<file path="config.mk">
export PLATFORM = sky130hd
export DESIGN_NAME = spu_queue
export DESIGN_NICKNAME = d
export VERILOG_FILES = /design/src/rtl/screen_point_unproject_ray_assert.svh /design/src/rtl/spu_pkg.sv /design/src/rtl/spu_queue.sv
export SDC_FILE = /design/constraint.sdc
export NUM_CORES = 1
export LEC_CHECK = 0
export ABC_CLOCK_PERIOD_IN_PS = 13100
export BUFFER_PORTS_ARGS = -buffer_cell sky130_fd_sc_hd__buf_2
export CAP_MARGIN = 10
export CELL_PAD_IN_SITES_DETAIL_PLACEMENT = 1
export CELL_PAD_IN_SITES_GLOBAL_PLACEMENT = 1
export CORE_ASPECT_RATIO = 0.9
export CORE_MARGIN = 1.5
export CORE_UTILIZATION = 50
export CTS_CLUSTER_SIZE = 25
export DETAILED_ROUTE_END_ITERATION = 10
export GPL_TIMING_DRIVEN = 0
export PLACE_DENSITY = 0.75
export SYNTH_ARGS = -nofsm -noshare
export SYNTH_HDL_FRONTEND = slang
export SYNTH_SLANG_ARGS = --single-unit
</file>
<file path="constraint.sdc">
create_clock -name clock -period 13.1 [get_ports clock]
set_clock_uncertainty 0.05 [all_clocks]
set_input_delay 1.31 -clock clock [delete_from_list [all_inputs] [get_ports clock]]
set_output_delay 1.31 -clock clock [all_outputs]
set_load 0.1 [all_outputs]
</file>
<file path="src/rtl/screen_point_unproject_ray_assert.svh">
// Assertion macros shared by the RTL, checked on the rising clock edge
// and switched off while reset is high.
`ifndef SCREEN_POINT_UNPROJECT_RAY_ASSERT_SVH
`define SCREEN_POINT_UNPROJECT_RAY_ASSERT_SVH

// Same-cycle implication
`define SPU_ASSERT_NOW(label, ante, cons) \
   label: assert property (@(posedge clock) disable iff (reset) (ante) |-> (cons)) \
      else $error("assertion failed");

// Next-cycle implication
`define SPU_ASSERT_NEXT(label, ante, cons) \
   label: assert property (@(posedge clock) disable iff (reset) (ante) |=> (cons)) \
      else $error("assertion failed");

`endif

</file>
<file path="src/rtl/spu_pkg.sv">
package spu_pkg;

   // Input and matrix formats
   localparam int IN_W       = 17;
   localparam int SX_W       = 19;
   localparam int WORD_W     = 32;
   localparam int SCREEN_ONE = 65536;
   localparam int ONE_SHIFT  = 16;

   // Exact sums and their magnitudes
   localparam int SUM_W = 52;
   localparam int MAG_W = 52;

   // Quotient bits below the saturation point
   localparam int Q_BITS = 31;

   // Configuration registers
   localparam int NUM_REGS = 8;
   localparam int CSR_IDX_W = 4;
   localparam int CSR_DATA_W = 64;

   // Queue between front and back
   localparam int Q_DEPTH = 4;
   localparam int Q_AW    = 2;

   // Payload packing
   localparam int REQ_DATA_W = 40;
   localparam int RSP_DATA_W = 192;

   localparam logic [WORD_W-1:0] SAT_POS = 32'h7FFF_FFFF;
   localparam logic [WORD_W-1:0] SAT_NEG = 32'h8000_0000;

   // Matrix words M[row][col]
   typedef logic [3:0][3:0][WORD_W-1:0] mat_type;

   // One classified point pair on its way to the dividers
   typedef struct packed {
      logic [3:0][SUM_W-1:0] far_sum;
      logic [3:0][SUM_W-1:0] near_sum;
      logic                  fault;
   } entry_type;

   typedef struct packed {
      logic full;
      logic empty;
   } q_stat_type;

endpackage

</file>
<file path="src/rtl/spu_queue.sv">
module spu_queue
   import spu_pkg::*;
(
   input  logic       clock,
   input  logic       reset,
   input  logic       push,
   input  entry_type  wr_entry,
   input  logic       pop,
   output entry_type  rd_entry,
   output q_stat_type q_stat
);

   entry_type       mem_ff [Q_DEPTH];
   logic [Q_AW-1:0] wr_ptr_ff, rd_ptr_ff;
   logic [Q_AW:0]   count_ff;

   assign q_stat.full  = (count_ff == (Q_AW+1)'(Q_DEPTH));
   assign q_stat.empty = (count_ff == '0);
   assign rd_entry     = mem_ff[rd_ptr_ff];

   // pointers and fill count
   always_ff @(posedge clock) begin
      if (reset) begin
         wr_ptr_ff <= '0;
         rd_ptr_ff <= '0;
         count_ff  <= '0;
      end else begin
         if (push) wr_ptr_ff <= wr_ptr_ff + 1'b1;
         if (pop)  rd_ptr_ff <= rd_ptr_ff + 1'b1;
         case ({push, pop})
            2'b10:   count_ff <= count_ff + 1'b1;
            2'b01:   count_ff <= count_ff - 1'b1;
            default: count_ff <= count_ff;
         endcase
      end
   end

   always_ff @(posedge clock) begin
      if (push) mem_ff[wr_ptr_ff] <= wr_entry;
   end

endmodule

</file>
==> impl_metrics.csv, run 1 <==
group,metric,value,unit
drt,vias,28700,
hold_path,hold_start,"count_ff[2]$_SDFFE_PP0P_",
power,powerDensity,184,nW/um2
place,dp.cells,4679,
floorplan,dieWidth,370,um
logic_synthesis,syn_inst,2225,
clocking,clock_sinks,1677,
clocking,root_buffer,"clkbuf_16",
sta,hold_viol,0,
clocking,htreeDepth,4,
sta,setup_viol,0,
power,p_clk_frac,0.340,
grt,antenna_found_initial,78,
place,dp_slack,8.75,ns
place,portBuffers,838,
drt,dr.pass1.iters,5,
power,p_leak,0.0244,uW
hold_path,hold_path_class,"register to register",
power,swShare,0.308,
clocking,cts_buffers,164,
drt,totalWireLength,153,mm
finish,layout.nets,3686,
power,seqPwrFrac,0.466,
logic_synthesis,synth.distinct_cells,22,
logic_synthesis,yosys_warnings,0,
setup_path,critPathRequiredTime,11.74,ns
logic_synthesis,syn_nets,2652,
power,power.switching,4130,uW
power,power_frac_comb,0.194,
sta,slew_headroom,0.241,
drt,dr.first_iter.drc_count,2212,
hold_path,hold_end,"count_ff[2]$_SDFFE_PP0P_",
setup_path,endpoint_kind,"output port",
setup_path,rr_endpoint,"mem_ff[3][414]$_DFFE_PP_",
setup_path,cp_max_fo,11,
setup_path,r2r_slack,9.84,ns
floorplan,initial_core_util,0.506,
drt,via_per_inst,5.70,
clocking,cts-hold-fix-buffers,0,
power,p_int,9250,uW
sta,period_minus_slack,5.04,ns
drt,drc,0,
sta,max_freq,198,MHz
power,vdd_drop_max,0.150,mV
grt,track_usage,0.248,
sta,worst_pin_slew,1.14,ns
clocking,post_cts_resized,0,
setup_path,reg2regPathDepth,7,
floorplan,die_h,333,um
floorplan,num_rows,120,
setup_path,cpMaxStageDelayCell,"clkbuf_1",
setup_path,path_class,"register to output port",
clocking,clk_pin_slew,0.07,ns
clocking,tritoncts,"done",
grt,gr-total-overflow,0,
finish,layout-drive-gt1-share,0.469,
grt,grt_pass1_wl,218,mm
place,place_congestion,0.779,
sta,min_period_over_period,0.385,
floorplan,die_area,123000,um2
hold_path,hold_path_depth,2,
run_status,status,"finished clean",
setup_path,crit_path_start_kind,"register",
place,dpl.hpwl,101,mm
drt,drtAntennaViolNets,0,
setup_path,arrival,3.68,ns
logic_synthesis,ys_ff_latch,1677,
setup_path,path_cells,"buf_2 -> clkbuf_1 -> buf_2 -> mux4_2 -> buf_2",
sta,slew_violations,0,
sta,tns,0,ns
logic_synthesis,synth.yosys.seq_area_share,0.831,
floorplan,core,120000,um2
run,maxCapViolations,0,
clocking,clk_latency,0.78,ns
sta,rsz0062_at_grt,"false",
clocking,postCtsSetupRepairBufs,0,
finish,layout.cells.most_common,"edfxtp_1",
logic_synthesis,synth_area,60500,um2
setup_path,r2r-start,"wr_ptr_ff[0]$_SDFFE_PP0P_",
grt,grt_max_degree,62,
clocking,clockBufferDepth,3,
floorplan,ios,840,
grt,grt_pass1_vias,31500,
drt,wl_per_cell,30.4,um
finish,final_cell_mix,"edfxtp_1, buf_2, mux4_2, clkbuf_16, clkbuf_1",
setup_path,critPathMaxStageDelay,0.79,ns
sta,layout_setup_ws,8.06,ns
logic_synthesis,syn_avg_cell_area,27.2,um2
setup_path,cp_common_cell,"buf_2",
finish,syn_to_final_growth,20.3,%
finish,layout.cells.non_filler,5031,
[sequential cells by signal, summed over array words and instances, names as in the netlist, named ones only]
signal,count
rd_ptr_ff,2
wr_ptr_ff,2
count_ff,3
mem_ff,1668
[cell usage after synthesis, drive strengths merged]
cell / instances / share of area
or3: 1 / 0.00010
mux2i: 1 / 0.00017
nand2: 1 / 0.000062
dfxtp: 9 / 0.0030
buf: 72 / 0.0083
nor3: 1 / 0.000083
clkbuf: 22 / 0.0014
o21ai: 1 / 0.000083
a21oi: 2 / 0.00017
and3: 1 / 0.00010
and2: 4 / 0.00041
ha: 5 / 0.0010
inv: 6 / 0.00037
xor2: 3 / 0.00043
fa: 1 / 0.00033
nor2: 8 / 0.00050
mux4: 417 / 0.16
edfxtp: 1668 / 0.83
xnor2: 2 / 0.00029
[power groups by stage]
stage | Sequential [uW] | Combinational [uW] | Clock [uW]
final | 6240 | 2600 | 4550
after global routing | 6250 | 2670 | 4790
after CTS | 6240 | 2620 | 4620
after detailed placement | 6350 | 2610 | 0
after global placement | 6520 | 2530 | 0
after floorplan | 6430 | 2050 | 0
[routing by layer]
layer,global-route usage,vias to the layer above,wire length [um]
li1,-,11900,-
met1,0.278,15200,51700
met2,0.432,1183,82300
met3,0.0821,319,13000
met4,0.105,50,5440
met5,0,-,342
[final cells by class]
cell class | count | area (um2)
Clock inverter | 100 | 802
Timing Repair Buffer | 868 | 5000
Multi-Input combinational cell | 448 | 9630
Fill cell | 9958 | 46800
Clock buffer | 200 | 4350
Antenna cell | 52 | 130
Tap cell | 1586 | 1980
Buffer | 94 | 584
Inverter | 6 | 22.5
Sequential cell | 1677 | 50300
[cells by family (layout without fill, tap and decap cells)]
family          Yosys count  count (layout)  share of synthesized area
flops                  1677            1677                      0.831
mux                     418             418                      0.155
buf+inv                 100            1268                     0.0100
simple gates             16              16                    0.00126
fa+ha+maj                 6               6                    0.00137
xor+xnor                  5               5                   0.000724
compound gates            3               3                   0.000248
other cells               0              52                          0
[worst max path at each step]
stage	startpoint	to	slack [ns]	depth (start not counted)
global route	register	rd_entry[262]	7.83	5
global placement	push	mem_ff[1][406]$_DFFE_PP_	-5.48	2
detailed placement	register	rd_entry[262]	8.75	5
CTS	register	rd_entry[262]	7.84	5
floorplan	push	mem_ff[0][0]$_DFFE_PP_	1.53	1
finish	register	rd_entry[262]	8.06	5
[worst max-delay path, delay by kind of cell (launching register included)]
kind | cells | cell delay [ns]
buffers and inverters | 4 | 2.11
multiplexers | 1 | 0.42
flip-flops | 1 | 0.35
[metrics by stage]
stage                     utilization  cell area, um2  total power, uW  hold WS [ns]
after global placement          0.558           66700             9040         0.451
final                           0.609           72800            13400         0.472
after detailed placement        0.565           67500             8950         0.458
after floorplan                     -           60500             8480         0.417
after global routing            0.608           72700            13700         0.500
after CTS                       0.608           72600            13500         0.466
Note: power is estimated with default switching activity, not from simulation.
==> run 2, diff against run 1 <==
ABC_CLOCK_PERIOD_IN_PS = 4059   (was 13100)
CORE_UTILIZATION = 46   (was 50)
PLACE_DENSITY = 0.73   (was 0.75)
clock period = 4.06 ns   (was 13.1 ns; I/O delays follow)
==> impl_metrics.csv, run 2 (synthesis gave the netlist of run 1 again) <==
group,metric,value,unit
run_status,status,"finished clean",
place,dp_slack,0.326,ns
setup_path,critPathMaxStageDelay,0.68,ns
finish,layout.nets,4108,
clocking,clk_pin_slew,0.06,ns
setup_path,path_cells,"clkbuf_2 -> clkbuf_1 -> mux4_2 -> buf_2",
sta,hold_viol,0,
clocking,postCtsSetupRepairBufs,0,
clocking,tritoncts,"done",
drt,via_per_inst,5.56,
drt,totalWireLength,169,mm
power,seqPwrFrac,0.457,
floorplan,die_h,347,um
clocking,clk_latency,0.77,ns
clocking,clock_sinks,1677,
grt,grt_max_degree,60,
sta,slew_headroom,0.433,
power,vdd_drop_max,0.585,mV
sta,whs,0.345,ns
sta,period_minus_slack,3.86,ns
place,place_area,67700,um2
grt,track_usage,0.251,
drt,drtAntennaViolNets,0,
power,p_clk_frac,0.342,
place,dpl.hpwl,103,mm
finish,final_cell_mix,"edfxtp_1, buf_2, dlygate4sd3_1, mux4_2, clkbuf_16",
setup_path,cpMaxStageDelayCell,"clkbuf_1",
place,place_congestion,0.782,
setup_path,path_class,"register to output port",
floorplan,dieWidth,385,um
power,power_frac_comb,0.201,
grt,antenna_found_initial,36,
setup_path,critPathRequiredTime,3.60,ns
setup_path,endpoint_kind,"output port",
floorplan,num_rows,126,
power,p_int,30300,uW
grt,gr-total-overflow,0,
drt,drc,0,
power,swShare,0.313,
finish,layout-drive-gt1-share,0.415,
finish,largest-register,"mem_ff",
finish,layout.cells.most_common,"edfxtp_1",
drt,dr.pass1.iters,5,
sta,max_freq,259,MHz
floorplan,die_area,134000,um2
hold_path,hold_path_class,"input port to register",
finish,largest_reg_flops,1668,
setup_path,reg2regPathDepth,7,
finish,layout.cells.non_filler,5573,
setup_path,arrival,3.40,ns
finish,final_area,77200,um2
drt,dr.first_iter.drc_count,2504,
drt,wl_per_cell,30.3,um
grt,grt_pass1_wl,241,mm
sta,layout_setup_ws,0.203,ns
sta,worst_pin_slew,0.851,ns
power,p_leak,0.0262,uW
run,maxCapViolations,0,
floorplan,ios,840,
clocking,clockBufferDepth,3,
clocking,htreeDepth,4,
sta,slew_violations,0,
power,powerDensity,571,nW/um2
grt,grt_pass1_vias,34200,
hold_path,hold_path_depth,2,
setup_path,crit_path_start_kind,"register",
clocking,root_buffer,"clkbuf_16",
floorplan,initial_core_util,0.462,
clocking,cts_buffers,163,
drt,vias,31000,
finish,syn_to_final_growth,27.7,%
sta,min_period_over_period,0.950,
sta,setup_viol,0,
place,portBuffers,838,
place,dp.cells,4823,
floorplan,core,131000,um2
finish,top_regs,"mem_ff x1668, count_ff x3",
power,power.switching,13800,uW
setup_path,cp_max_fo,10,
power,p_total,44100,uW
-- run 2: changes by cell type in the layout (fill, tap and decap cells not counted), moves of 2 or more --
cell and change:
inv_6 +3, clkbuf_8 +3, clkbuf_4 +2, clkinv_1 +9, buf_12 +2, dlygate4sd3_1 +421, clkinv_2 -23, bufinv_16 +2
diode_2 -20
-- run 2: final timing paths --
path | startpoint | slack [ns] | end
worst max register to register | wr_ptr_ff[0]$_SDFFE_PP0P_ | 1.04 | mem_ff[0][311]$_DFFE_PP_
worst min register to register | count_ff[2]$_SDFFE_PP0P_ | 0.47 | count_ff[2]$_SDFFE_PP0P_
worst max-delay path | register | 0.20 | rd_entry[141]
worst min-delay path | wr_entry[235] | 0.34 | mem_ff[3][235]$_DFFE_PP_
-- run 2: per-stage QoR --
stage | utilization | setup TNS, ns
after floorplan | - | -850.68
after global routing | 0.590 | -0.0199
after global placement | 0.511 | -4771.72
after CTS | 0.590 | 0
final | 0.590 | 0
after detailed placement | 0.517 | 0
-- run 2: power by group through the flow --
| stage | Sequential [uW] | Clock, uW | Combinational (uW) |
|---|---|---|---|
| after CTS | 20100 | 15100 | 8830 |
| after floorplan | 20500 | 0 | 6610 |
| after detailed placement | 20500 | 0 | 8430 |
| after global routing | 20200 | 15800 | 9100 |
| after global placement | 20600 | 0 | 8150 |
| final | 20100 | 15100 | 8870 |
-- run 2: worst max-delay path, delay by kind of cell, from the launching register on --
family                 cells  cell delay [ns]
DFF                        1             0.48
muxes                      1             0.40
buffers and inverters      3             1.72
-- run 2: timing repair --
item,4_1_cts,5_1_grt
hold endpoints to repair,1677,0
setup endpoints to repair,300,0
hold buffers,421,0
resized for setup,5,0
-- run 2: routing by layer --
layer | part of all wire | routed length, um | track usage | up-vias
li1 | - | - | - | 12700
met3 | 0.089 | 15000 | 0.0760 | 350
met4 | 0.042 | 7070 | 0.105 | 18
met5 | 0.00067 | 114 | 0 | -
met2 | 0.52 | 87900 | 0.428 | 1546
met1 | 0.35 | 59000 | 0.295 | 16400
-- run 2: final cells by class --
class                           count  area, um2
Antenna cell                       32       80.1
Buffer                             94        593
Clock buffer                      206       4400
Clock inverter                     91        818
Fill cell                       11200      53600
Inverter                            6       22.5
Multi-Input combinational cell    448       9630
Sequential cell                  1677      50300
Tap cell                         1728       2160
Timing Repair Buffer             1291       9250
